`src/sv/mala_pkg.sv`:
```
package mala_pkg;

  localparam int WINDOW_LOG2  = 4;
  localparam int WINDOW_DEPTH = 1 << WINDOW_LOG2;
  localparam int SAMPLE_BITS  = 10;
  localparam int SUM_BITS     = SAMPLE_BITS + WINDOW_LOG2;
  localparam int LIMIT_BITS   = 10;
  localparam int LEVEL_BITS   = 5;
  localparam int CFG_IDX_BITS = 2;

  typedef logic [SAMPLE_BITS-1:0]  sample_t;
  typedef logic [SUM_BITS-1:0]     sum_t;
  typedef logic [LIMIT_BITS-1:0]   limit_t;
  typedef logic [LEVEL_BITS-1:0]   level_t;
  typedef logic [CFG_IDX_BITS-1:0] cfg_idx_t;

  typedef struct packed {
    limit_t one;
    limit_t two;
    limit_t three;
    limit_t four;
  } limits_t;

  localparam cfg_idx_t REG_LEVEL_ONE   = 2'd0;
  localparam cfg_idx_t REG_LEVEL_TWO   = 2'd1;
  localparam cfg_idx_t REG_LEVEL_THREE = 2'd2;
  localparam cfg_idx_t REG_LEVEL_FOUR  = 2'd3;

  localparam limit_t LIMIT_ONE_RST   = 10'd200;
  localparam limit_t LIMIT_TWO_RST   = 10'd400;
  localparam limit_t LIMIT_THREE_RST = 10'd600;
  localparam limit_t LIMIT_FOUR_RST  = 10'd800;

  localparam level_t LEVEL_ONE   = 5'b00001;
  localparam level_t LEVEL_TWO   = 5'b00010;
  localparam level_t LEVEL_THREE = 5'b00100;
  localparam level_t LEVEL_FOUR  = 5'b01000;
  localparam level_t LEVEL_OVER  = 5'b10000;

endpackage

```
`src/sv/mala_cell.sv`:
```
module mala_cell (
  input  logic              clk,
  input  logic              rst_n,
  input  logic              shift_en,
  input  mala_pkg::sample_t d_in,
  output mala_pkg::sample_t q
);
  import mala_pkg::*;

  sample_t q_r;
  sample_t q_nxt;

  always_comb begin
    q_nxt = shift_en ? d_in : q_r;
  end

  always_ff @(posedge clk) begin
    if (!rst_n) begin
      q_r <= '0;
    end else begin
      q_r <= q_nxt;
    end
  end

  assign q = q_r;

endmodule

```
`src/sv/mala_band.sv`:
```
module mala_band (
  input  mala_pkg::sample_t avg,
  input  mala_pkg::limits_t limits,
  output mala_pkg::level_t  level
);
  import mala_pkg::*;

  // first limit that holds decides
  always_comb begin
    if (avg <= limits.one) begin
      level = LEVEL_ONE;
    end else if (avg <= limits.two) begin
      level = LEVEL_TWO;
    end else if (avg <= limits.three) begin
      level = LEVEL_THREE;
    end else if (avg <= limits.four) begin
      level = LEVEL_FOUR;
    end else begin
      level = LEVEL_OVER;
    end
  end

endmodule

```
`src/sv/moving_average_level_meter.sv`:
```
// channel | dir | handshake            | payload
// in      | in  | in_valid/in_ready    | in_sample[9:0]
// out     | out | out_valid/out_ready  | out_level_onehot[4:0], out_average[9:0]
// cfg     | in  | cfg_valid/cfg_ready  | cfg_index[1:0], cfg_data[9:0]
//
// one sample per clock while in_ready is high; the result is registered and appears in the cycle after its input beat
// the sixteen history cells shift on each input beat, the sum updates in the same cycle
// reset clears history, sum and output valid; limits return to 200/400/600/800
// in_ready falls only while a result is held and out_ready is low
// cfg_ready is always high
module moving_average_level_meter (
  input  logic                 clk,
  input  logic                 rst_n,
  input  logic                 in_valid,
  output logic                 in_ready,
  input  mala_pkg::sample_t    in_sample,
  output logic                 out_valid,
  input  logic                 out_ready,
  output mala_pkg::level_t     out_level_onehot,
  output mala_pkg::sample_t    out_average,
  input  logic                 cfg_valid,
  output logic                 cfg_ready,
  input  mala_pkg::cfg_idx_t   cfg_index,
  input  mala_pkg::limit_t     cfg_data
);
  import mala_pkg::*;

  sample_t tap [WINDOW_DEPTH];
  logic    in_beat;

  sum_t    sum_r;
  sum_t    sum_nxt;
  limits_t limits_r;
  limits_t limits_nxt;
  logic    out_valid_r;
  logic    out_valid_nxt;
  level_t  out_level_r;
  sample_t out_average_r;
  sample_t avg_nxt;
  level_t  level_nxt;

  assign in_ready  = !out_valid_r || out_ready;
  assign in_beat   = in_valid && in_ready;
  assign cfg_ready = 1'b1;

  genvar g;
  generate
    for (g = 0; g < WINDOW_DEPTH; g++) begin : g_cell
      if (g == 0) begin : g_head
        mala_cell u_cell (
          .clk      (clk),
          .rst_n    (rst_n),
          .shift_en (in_beat),
          .d_in     (in_sample),
          .q        (tap[g])
        );
      end else begin : g_body
        mala_cell u_cell (
          .clk      (clk),
          .rst_n    (rst_n),
          .shift_en (in_beat),
          .d_in     (tap[g-1]),
          .q        (tap[g])
        );
      end
    end
  endgenerate

  always_comb begin
    sum_nxt = sum_r;
    if (in_beat) begin
      sum_nxt = sum_r + sum_t'(in_sample) - sum_t'(tap[WINDOW_DEPTH-1]);
    end
  end

  assign avg_nxt = sum_nxt[SUM_BITS-1:WINDOW_LOG2];

  mala_band u_band (
    .avg    (avg_nxt),
    .limits (limits_r),
    .level  (level_nxt)
  );

  always_comb begin
    limits_nxt = limits_r;
    if (cfg_valid) begin
      case (cfg_index)
        REG_LEVEL_ONE:   limits_nxt.one   = cfg_data;
        REG_LEVEL_TWO:   limits_nxt.two   = cfg_data;
        REG_LEVEL_THREE: limits_nxt.three = cfg_data;
        REG_LEVEL_FOUR:  limits_nxt.four  = cfg_data;
        default:         limits_nxt       = limits_r;
      endcase
    end
  end

  always_comb begin
    out_valid_nxt = out_valid_r;
    if (in_beat) begin
      out_valid_nxt = 1'b1;
    end else if (out_ready) begin
      out_valid_nxt = 1'b0;
    end
  end

  always_ff @(posedge clk) begin
    if (!rst_n) begin
      sum_r       <= '0;
      out_valid_r <= 1'b0;
      limits_r    <= '{one: LIMIT_ONE_RST, two: LIMIT_TWO_RST,
                       three: LIMIT_THREE_RST, four: LIMIT_FOUR_RST};
    end else begin
      sum_r       <= sum_nxt;
      out_valid_r <= out_valid_nxt;
      limits_r    <= limits_nxt;
    end
  end

  // result payload
  always_ff @(posedge clk) begin
    if (in_beat) begin
      out_level_r   <= level_nxt;
      out_average_r <= avg_nxt;
    end
  end

  assign out_valid        = out_valid_r;
  assign out_level_onehot = out_level_r;
  assign out_average      = out_average_r;

  a_beat_gives_result: assert property (@(posedge clk) disable iff (!rst_n)
    in_beat |=> out_valid_r)
    else $error("input beat without result");

  a_avg_tracks_sum: assert property (@(posedge clk) disable iff (!rst_n)
    in_beat |=> out_average_r == sum_r[SUM_BITS-1:WINDOW_LOG2])
    else $error("average does not match running sum");

  a_level_onehot: assert property (@(posedge clk) disable iff (!rst_n)
    out_valid_r |-> $onehot(out_level_r))
    else $error("level not one-hot");

  a_ready_when_empty: assert property (@(posedge clk) disable iff (!rst_n)
    !out_valid_r |-> in_ready)
    else $error("stalled with empty output register");

  a_sum_held: assert property (@(posedge clk) disable iff (!rst_n)
    !in_beat |=> $stable(sum_r))
    else $error("sum moved without input beat");

endmodule
```
`config.mk`:
```
export PLATFORM = sky130hd
export DESIGN_NAME = moving_average_level_meter
export DESIGN_NICKNAME = d
export VERILOG_FILES = /design/src/sv/mala_pkg.sv /design/src/sv/mala_cell.sv /design/src/sv/mala_band.sv /design/src/sv/moving_average_level_meter.sv
export SDC_FILE = /design/constraint.sdc
export NUM_CORES = 1
export LEC_CHECK = 0
export ABC_CLOCK_PERIOD_IN_PS = 4900
export BUFFER_PORTS_ARGS = -buffer_cell sky130_fd_sc_hd__buf_4
export CAP_MARGIN = 20
export CORE_ASPECT_RATIO = 1.5
export CORE_MARGIN = 4
export CORE_UTILIZATION = 60
export CTS_CLUSTER_DIAMETER = 50
export CTS_CLUSTER_SIZE = 25
export DETAILED_ROUTE_END_ITERATION = 7
export GPL_ROUTABILITY_DRIVEN = 1
export PLACE_DENSITY = 0.78
export SLEW_MARGIN = 20
export SYNTH_ARGS = -nofsm -noshare
export SYNTH_HDL_FRONTEND = slang
export SYNTH_HIERARCHICAL = 1
export SYNTH_SLANG_ARGS = --single-unit
```
`constraint.sdc`:
```
create_clock -name clk -period 4.9 [get_ports clk]
set_clock_uncertainty 0.1 [all_clocks]
set_input_delay 0.98 -clock clk [delete_from_list [all_inputs] [get_ports clk]]
set_output_delay 0.98 -clock clk [all_outputs]
set_load 0.01 [all_outputs]
```
# Yosys cells after proc, flatten, opt, wreduce, memory -nomap -nowiden
# Index checks and enable logic that the tools add are counted.
[totals]
ramBits = 0
rom_bits = 0
memories = 0
word_cells = 53
out_inout_bits = 18
latch_bits = 0
regBits = 230
[op_classes]
n_reduce_logical = 11
order_cmp = 4
n_bitwise = 0
n_eq_ne = 3
add_sub_neg = 2
n_shift = 0
multipliers = 0
n_div = 0
n_mux = 6
[op_table]
columns = ["cell", "n"]
rows = [
  ["$le 10x10->1", 4],
  ["$add 14x10->14", 1],
  ["$mux 14", 1],
  ["$sub 14x10->14", 1],
  ["$reduce_and 2->1", 4],
  ["$mux 5", 1],
  ["$eq 2x2->1 const B", 2],
  ["$mux 3", 1],
  ["$reduce_or 3->1", 1],
  ["$eq 2x1->1 const B", 1],
  ["$logic_not 2->1", 1],
  ["$mux 1", 2],
  ["$mux 2", 1],
  ["$reduce_bool 2->1", 1],
  ["$reduce_or 2->1", 1],
  ["$logic_and 1x1->1", 1],
  ["$logic_not 1->1", 1],
  ["$logic_or 1x1->1", 1],
]

# Logic depth before layout (Yosys ltp)
# Gate-level depths: netlist of the first run.
[depth]
depth_word = 8
ltp_mapped = 18

# Modules after synthesis
# The synthesis of the first run kept the hierarchy.
[modules_own_cells]
columns = ["module", "area_per_inst_um2", "cells_each", "seq_area_each_um2", "n_inst"]
rows = [
  ["mala_cell", 374.1, 31, 200.2, 16],
  ["moving_average_level_meter", 3414.5, 399, 1551.5, 1],
  ["mala_band", 1082.3, 142, 0.0, 1],
]

# Least setup slack after synthesis of the first run
# Ideal clock, no wire load.
[synth_timing]
path_kind = "in2reg"
startpoint = "input port out_ready"
endpoint = "register out_level_r[3] (netlist: out_level_onehot[3]) (data pin)"
slack_ps = 235
stages = 11
path_buffers = 1
required_ps = 4526
setup_time_ps = 274
t_arrival_ps = 4291
cell_sequence = "nand2b_1 nand2_2 inv_1 clkbuf_1 nand4_1 nand3_1 ha_1 a211oi_1 nor2_1 o41ai_4 nor4b_1"
[synth_via]
elab_chain_len = 5
elab_cells_between_ends = 9
cone_classes = "order compare (4); mux (2); reduce/logical (3)"
[synth_rtl]
columns = ["item", "line", "text"]
rows = [
  ["from (decl)", "moving_average_level_meter.sv:18", "input logic out_ready,"],
  ["$logic_or 1x1->1 *", "moving_average_level_meter.sv:42", "assign in_ready = !out_valid_r || out_ready;"],
  ["$logic_and 1x1->1 *", "moving_average_level_meter.sv:43", "assign in_beat = in_valid && in_ready;"],
  ["net in_beat", "moving_average_level_meter.sv:29", "logic in_beat;"],
  ["$mux 14 *", "moving_average_level_meter.sv:71", "if (in_beat) begin"],
  ["net sum_nxt[11]", "moving_average_level_meter.sv:32", "sum_t sum_nxt;"],
  ["$le 10x10->1, on equally long branches", "--", ""],
  ["$reduce_or 3->1 (no line) / $mux 5 (equally long branches)", "--", ""],
  ["to (signal assigned)", "moving_average_level_meter.sv:122", "out_level_r <= level_nxt;"],
  ["to (decl)", "moving_average_level_meter.sv:37", "level_t out_level_r;"],
]
# The timed path passes the listed nets; every way through them passes the cells marked *.
# A chain may end at the register's enable or synchronous reset.

# Worst setup path in the final report of the first run
[layout_timing]
startpoint = "input port in_sample[1]"
endpoint = "register out_level_r[3] (netlist: out_level_onehot[3]) (data pin)"
[layout_via]
elab_chain_len = 5
elab_cells_between_ends = 9
cone_classes = "add/sub (2); order compare (4); mux (2); reduce/logical (1)"
[layout_rtl]
columns = ["item", "line", "text"]
rows = [
  ["from (decl)", "moving_average_level_meter.sv:16", "input mala_pkg::sample_t in_sample,"],
  ["$add 14x10->14 *", "moving_average_level_meter.sv:72", "sum_nxt = sum_r + sum_t'(in_sample) - sum_t'(tap[WINDOW_DEPTH-1]);"],
  ["$sub 14x10->14 *", "moving_average_level_meter.sv:72", ""],
  ["$mux 14 *", "moving_average_level_meter.sv:71", ""],
  ["net sum_nxt[10]", "moving_average_level_meter.sv:32", ""],
  ["$le 10x10->1, on equally long branches", "--", ""],
  ["$reduce_or 3->1 (no line) / $mux 5 (equally long branches)", "--", ""],
]
# Marks and branches as above.

==> flow_summary.toml, run 1 <==
[outcome]
outcome = "complete, no violations"

[place]
routabilityCongestion = 0.8878
pre_cts_slack_ns = -0.1050
placed_cell_area_sq_um = 11070
numPortBuffers = 43
dp_hpwl_um = 14110

[finish]
layout_common_cells = "215 x dfxtp_1, 165 x mux2i_1, 164 x nor2b_1"
final_common_cell = "dfxtp_1"
final_util_pct = 68.49
postLayoutCellArea_sq_um = 11630
fin_nets = 1186
diodes = 0
syn2layout_area_growth_pct = 10.96
nFillCells = 1398
final_layout_size_suffix_gt1_share_pct = 10.95

[synth]
syn_area_per_cell_sq_um = 10.11
seq_area_frac_synth_pct = 45.36
synth-warning-count = 6
async_flop_share_pct = 0
synth_ff_type = "dfxtp_1"
synthCells = 1037
synth-edff-count = 15
synth_area_sq_um = 10480
ys_ff_latch = 230
syn_nets = 1128
synth_cell_types = 58

[global_route]
grt_max_degree = 129
grt_pass1_vias = 7195
antenna_found_initial = 0
grt_pass1_wl_um = 33360
track_usage_pct = 20.69
grt-ovfl-total = 0

[pwr]
vdd_ir_drop_max_uv = 392.4
swShare_pct = 32.73
clockPowerShare_pct = 26.5
p_switching_mw = 1.739
p_comb_share_pct = 34.5
leakagePower_nw = 4.915
powerDensity_nw_per_um2 = 456.8
seqPwrFrac_pct = 39.0
p_int_mw = 3.574

[clocking]
numCtsBuffers = 16
post_cts_resized = 0
cts.sinks = 230
clk_pin_slew_ns = 0.08
clockBufferDepth = 3
cts_setup_buffers = 0
clockRootBuffer = "clkbuf_16"
hold_buffers = 0
htreeDepth = 1
cts_tree = "yes"
clk_latency_ns = 0.49

[setup_path]
worst_setup_path_end_kind = "flip-flop"
critPathRequiredTime_ns = 5.09
worstSetupStartpointType = "primary input"
cp_max_fo = 6
cp.arrival_ns = 4.74
path_class = "primary input to flip-flop"

[sta]
rsz0062_at_grt = "false"
maxSlewHeadroom_pct = 24.80
drv_slew = 0
finalCritPeriodShare_pct = 92.96
layout_setup_ws_ns = 0.3451
fmax_mhz = 219.5
final.min_clock_period_ns = 4.555
hold_viol = 0
worst_pin_slew_ns = 1.128
setup_viol = 0

[min_path]
min_path_type = "flip-flop to flip-flop"

[detailed_routing]
post_drt_wl_per_cell_um = 15.23
vias = 6981
viasPerCell = 5.309
drc_errors = 0
drt_iter0_markers = 283
drt-total-wl_um = 20030
postRouteAntennaNets = 0
drt_pass1_iterations = 6

[die]
die_x_um = 115.9
rows = 58
fp.dieH_um = 169.9
die_area_sq_um = 19690
ioPinCount = 45
core_area_sq_um = 16980
initial_core_util_pct = 61.73

[flow_run]
drv_cap = 0
-- cells in the mapped netlist (all sizes together), types with 2 or more instances --
library cell,count,share of area (%)
nand2b,5,0.32
nand4,7,0.48
mux2i,166,16
nor2,16,0.57
or2,2,0.12
or3,2,0.12
nand2,109,3.9
o31ai,2,0.19
edfxtp,15,4.3
xnor2,7,0.58
o21ai,13,0.62
fa,10,1.9
o41ai,2,0.53
buf,18,1.8
a31oi,3,0.24
inv,88,3.2
clkbuf,12,0.43
a21o,10,0.73
a21oi,55,2.7
ha,54,6.4
and2,7,0.45
and3,4,0.24
a211oi,7,0.50
nor2b,164,9.8
nor3,5,0.43
nand3,22,1.1
dfxtp,215,41
-- worst max-delay path, cell delays in order --
cell	delay, ns
buf_4	0.08
inv_1	0.04
fa_1	0.48
buf_4	0.15
fa_1	0.44
nor2b_1	0.22
o2111ai_2	0.19
a211oi_1	0.36
o21ai_0	0.15
a31o_1	0.31
ha_1	0.32
nand4_1	0.15
nor3_2	0.26
a21oi_1	0.12
a31oi_2	0.21
nor4b_1	0.27
-- flip-flops by register name (all words and copies together), names as in the netlist --
signal	cells
out_level_onehot	5
out_valid	1
g_cell.g_head.u_cell/q	10
sum_r	14
limits_r	40
g_cell.g_body.u_cell/q	150
out_average	10
-- through the flow --
step	TNS (ns)	power, mW	hold WS (ns)	instances
after detailed placement	-0.3408	3.920	0.3456	1287
final	0	5.313	0.3588	1315
after global routing	0	5.617	0.3792	1315
after CTS	0	5.344	0.3577	1315
after floorplan	0	3.295	0.3319	1037
after global placement	-0.09540	3.874	0.3391	1286
-- layer usage --
layer  vias to the layer above  track usage [%]  wire, um
met5                         -                0         0
met4                         0            9.642       852
met3                        54            2.882       591
met2                       110            37.71     10400
met1                      3249            23.43      8182
li1                       3568                -         -
-- path summary, 6_finish.rpt --
check / from / endpoint / slack [ns] / cells past startpoint
worst min register to register: sum_r[3]$_SDFFE_PN0P_ / sum_r[3]$_SDFFE_PN0P_ / 0.36 / 2
worst min-delay path: sum_r[3]$_SDFFE_PN0P_ / sum_r[3]$_SDFFE_PN0P_ / 0.36 / 2
worst max-delay path: in_sample[1] / out_level_onehot[3]$_DFFE_PP_ / 0.35 / 16
worst max register to register: sum_r[1]$_SDFFE_PN0P_ / out_level_onehot[3]$_DFFE_PP_ / 0.61 / 15
-- kinds of logic (layout without fill, tap and decap cells) --
group                      Yosys count  in the layout  share of synthesized area, %
muxes                              166            166                         15.89
buffers and inverters              119            187                         5.443
other                                1              1                       0.03577
and+or+nand+nor                    350            350                         18.12
AOI/OAI and AO/OA                   99             99                         6.135
DFF                                230            230                         45.36
adders and majority gates           64             64                         8.355
xor gates and xnor gates             8              8                        0.6684
-- power groups by stage --
stage / sequential [mW] / clock [mW] / combinational (mW)
floorplan: 2.12 / 0 / 1.17
global placement: 2.11 / 0 / 1.76
detailed placement: 2.12 / 0 / 1.80
CTS: 2.07 / 1.45 / 1.82
global route: 2.08 / 1.52 / 2.01
finish: 2.07 / 1.41 / 1.83
-- layout make-up --
type / count / area (sq um) / share of cell area [%]
multi-input cells: 688 / 5157 / 44.34
flip-flops and latches: 230 / 4755 / 40.88
repair buffers: 70 / 558.0 / 4.798
clock buffers: 19 / 464.2 / 3.991
inverters: 89 / 341.6 / 2.937
well taps: 210 / 262.8 / 2.259
clock inverters: 9 / 92.59 / 0.7960
Note: power is estimated with default switching activity, not from simulation.
==> inputs of run 2 (changes only) <==
--- a/config.mk
+++ b/config.mk
@@ -5,17 +5,18 @@
 export SDC_FILE = /design/constraint.sdc
 export NUM_CORES = 1
 export LEC_CHECK = 0
-export ABC_CLOCK_PERIOD_IN_PS = 4900
+export ABC_CLOCK_PERIOD_IN_PS = 3800
 export BUFFER_PORTS_ARGS = -buffer_cell sky130_fd_sc_hd__buf_4
 export CAP_MARGIN = 20
 export CORE_ASPECT_RATIO = 1.5
 export CORE_MARGIN = 4
-export CORE_UTILIZATION = 60
+export CORE_UTILIZATION = 56
 export CTS_CLUSTER_DIAMETER = 50
 export CTS_CLUSTER_SIZE = 25
 export DETAILED_ROUTE_END_ITERATION = 7
 export GPL_ROUTABILITY_DRIVEN = 1
-export PLACE_DENSITY = 0.78
+export PLACE_DENSITY = 0.76
+export SETUP_SLACK_MARGIN = 0.15
 export SLEW_MARGIN = 20
 export SYNTH_ARGS = -nofsm -noshare
 export SYNTH_HDL_FRONTEND = slang
==> constraint.sdc (replaced) <==
create_clock -name clk -period 3.8 [get_ports clk]
set_clock_uncertainty 0.1 [all_clocks]
set_input_delay 0.76 -clock clk [delete_from_list [all_inputs] [get_ports clk]]
set_output_delay 0.76 -clock clk [all_outputs]
set_load 0.01 [all_outputs]
==> run 2 against run 1 <==
The run now ends with setup timing left. Global-route usage decreased by 1.3 points. Clock power increased by 43%. First-iteration DRC count increased by 21%. Critical endpoint is now out_level_onehot[4]$_DFFE_PP_. Worst hold slack about the same. Largest cell class unchanged. Power increased by 41%. Sequential power increased by 29%. Final cell count increased by 5.7%. Non-clock buffer count increased by 29. Sequential share of layout area decreased by 2.3 points. Final area increased by 5.9%.
==> flow_summary.toml, run 2 (synthesis results as in run 1) <==
[outcome]
outcome = "finished, violations left"
violations = "setup timing"

[min_path]
min_path_type = "flip-flop to flip-flop"
hold_start = "limits_r[4]$_SDFFE_PN0P_"
min_path_cells = 2
hold_end = "limits_r[4]$_SDFFE_PN0P_"

[die]
initial_core_util_pct = 56.75
core_area_sq_um = 18470
fp.dieH_um = 175.6
die_area_sq_um = 21020
ioPinCount = 45
die_x_um = 119.7
rows = 61

[setup_path]
worst_setup_path_end_kind = "flip-flop"
critPathRequiredTime_ns = 4.01
path_class = "primary input to flip-flop"
r2r-start = "sum_r[9]$_SDFF_PN0_"
r2r_end = "out_level_onehot[4]$_DFFE_PP_"
worstSetupStartpointType = "primary input"
cp.arrival_ns = 4.35
reg2reg_slack_ns = -0.33
reg2regPathDepth = 16
cp_max_fo = 5

[place]
numPortBuffers = 43
dp_hpwl_um = 14050
placed_cell_area_sq_um = 11440
routabilityCongestion = 0.9000

[sta]
maxSlewHeadroom_pct = 32.19
tns_ns = -1.372
hold_viol = 0
fmax_mhz = 241.3
setup_viol = 5
finalCritPeriodShare_pct = 109.0
rsz0062_at_grt = "true"
worst_pin_slew_ns = 1.017
final.min_clock_period_ns = 4.144
drv_slew = 0
layout_setup_ws_ns = -0.3436
holdWs_ns = 0.3592

[finish]
diodes = 0
syn2layout_area_growth_pct = 17.49
final_common_cell = "dfxtp_1"
postLayoutCellArea_sq_um = 12320
final_layout_size_suffix_gt1_share_pct = 17.31
largest_reg_flops = 150
fin_nets = 1217
final_util_pct = 66.68
layout_common_cells = "213 x dfxtp_1, 165 x mux2i_1, 163 x nor2b_1"

[pwr]
vdd_ir_drop_max_uv = 503.7
powerDensity_nw_per_um2 = 609.2
leakagePower_nw = 5.127
total_power_mw = 7.502

[clocking]
htreeDepth = 1
clockBufferDepth = 3
clk_pin_slew_ns = 0.08
clk_latency_ns = 0.50
cts_tree = "yes"
hold_buffers = 0
clockRootBuffer = "clkbuf_16"
numCtsBuffers = 18
cts.sinks = 230

[detailed_routing]
post_drt_wl_per_cell_um = 14.70
postRouteAntennaNets = 0
drt-total-wl_um = 20430
vias = 7037
drc_errors = 0
viasPerCell = 5.063
drt_iter0_markers = 343
drt_pass1_iterations = 5

[global_route]
track_usage_pct = 19.43
grt_max_degree = 181
grt-ovfl-total = 0
antenna_found_initial = 0
grt_pass1_wl_um = 34020
grt_pass1_vias = 7064

[flow_run]
drv_cap = 0
run 2: cell types whose count changed in the layout (fill, tap and decap cells not counted), sizes merged:
cell	delta
buf	+29
clkbuf	+2
clkinv	-1
clkinvlp	-1
inv	+4
run 2: area by class of cell:
| cell class | count | area [sq um] |
|---|---|---|
| clock buffer | 21 | 504.2 |
| timing repair buffer | 99 | 768.2 |
| inverter | 89 | 349.1 |
| fill | 1470 | 6155 |
| clock inverter | 11 | 133.9 |
| multi-input combinational | 688 | 5488 |
| sequential | 230 | 4757 |
| tap | 252 | 315.3 |
run 2: metrics by stage:
step	worst slack, ns	instances
finish	-0.3436	1390
global route	-0.5611	1390
CTS	-0.3311	1385
detailed placement	-0.8507	1353
global placement	-0.7675	1353
floorplan	-0.3198	1037
run 2: critical path, stage by stage:
cell      delay, ns
buf_4          0.09
inv_1          0.05
fa_1           0.40
inv_1          0.06
ha_1           0.26
a21oi_1        0.28
o21ai_0        0.21
a21o_1         0.25
o31a_1         0.33
o31ai_4        0.26
buf_4          0.20
ha_1           0.15
nand4_1        0.15
nor3_2         0.26
a211oi_2       0.11
a32oi_2        0.21
nor4bb_2       0.31
run 2: report_power, final:
group	internal, mW	leakage (nW)	switching, mW	total [mW]
Clock	1.03	0.314	0.981	2.01
Combinational	1.38	2.92	1.44	2.82
Sequential	2.60	1.89	0.0671	2.67
Total	5.01	5.13	2.49	7.50
run 2: worst max-delay path by stage:
stage,depth (start not counted),endpoint,start
floorplan,15,out_level_onehot[3]$_DFFE_PP_,in_sample[1]
global placement,17,out_level_onehot[2]$_DFFE_PP_,in_sample[1]
detailed placement,17,out_level_onehot[3]$_DFFE_PP_,in_sample[1]
CTS,16,out_level_onehot[4]$_DFFE_PP_,sum_r[1]$_SDFFE_PN0P_
global route,16,out_level_onehot[4]$_DFFE_PP_,sum_r[9]$_SDFF_PN0_
finish,17,out_level_onehot[4]$_DFFE_PP_,in_sample[9]
run 2: per-layer routing:
layer / vias up / part of all wire, % / GRT usage [%]
li1: 3648 / - / -
met1: 3269 / 41 / 22.20
met5: - / 0 / 0
met4: 0 / 2.4 / 5.495
met3: 32 / 2.6 / 2.352
met2: 88 / 54 / 37.55
run 2: repair_timing:
item	in CTS	in global routing
gates resized for setup	16	19
buffers inserted	0	5
pin swaps	15	21
setup endpoints to repair	5	5
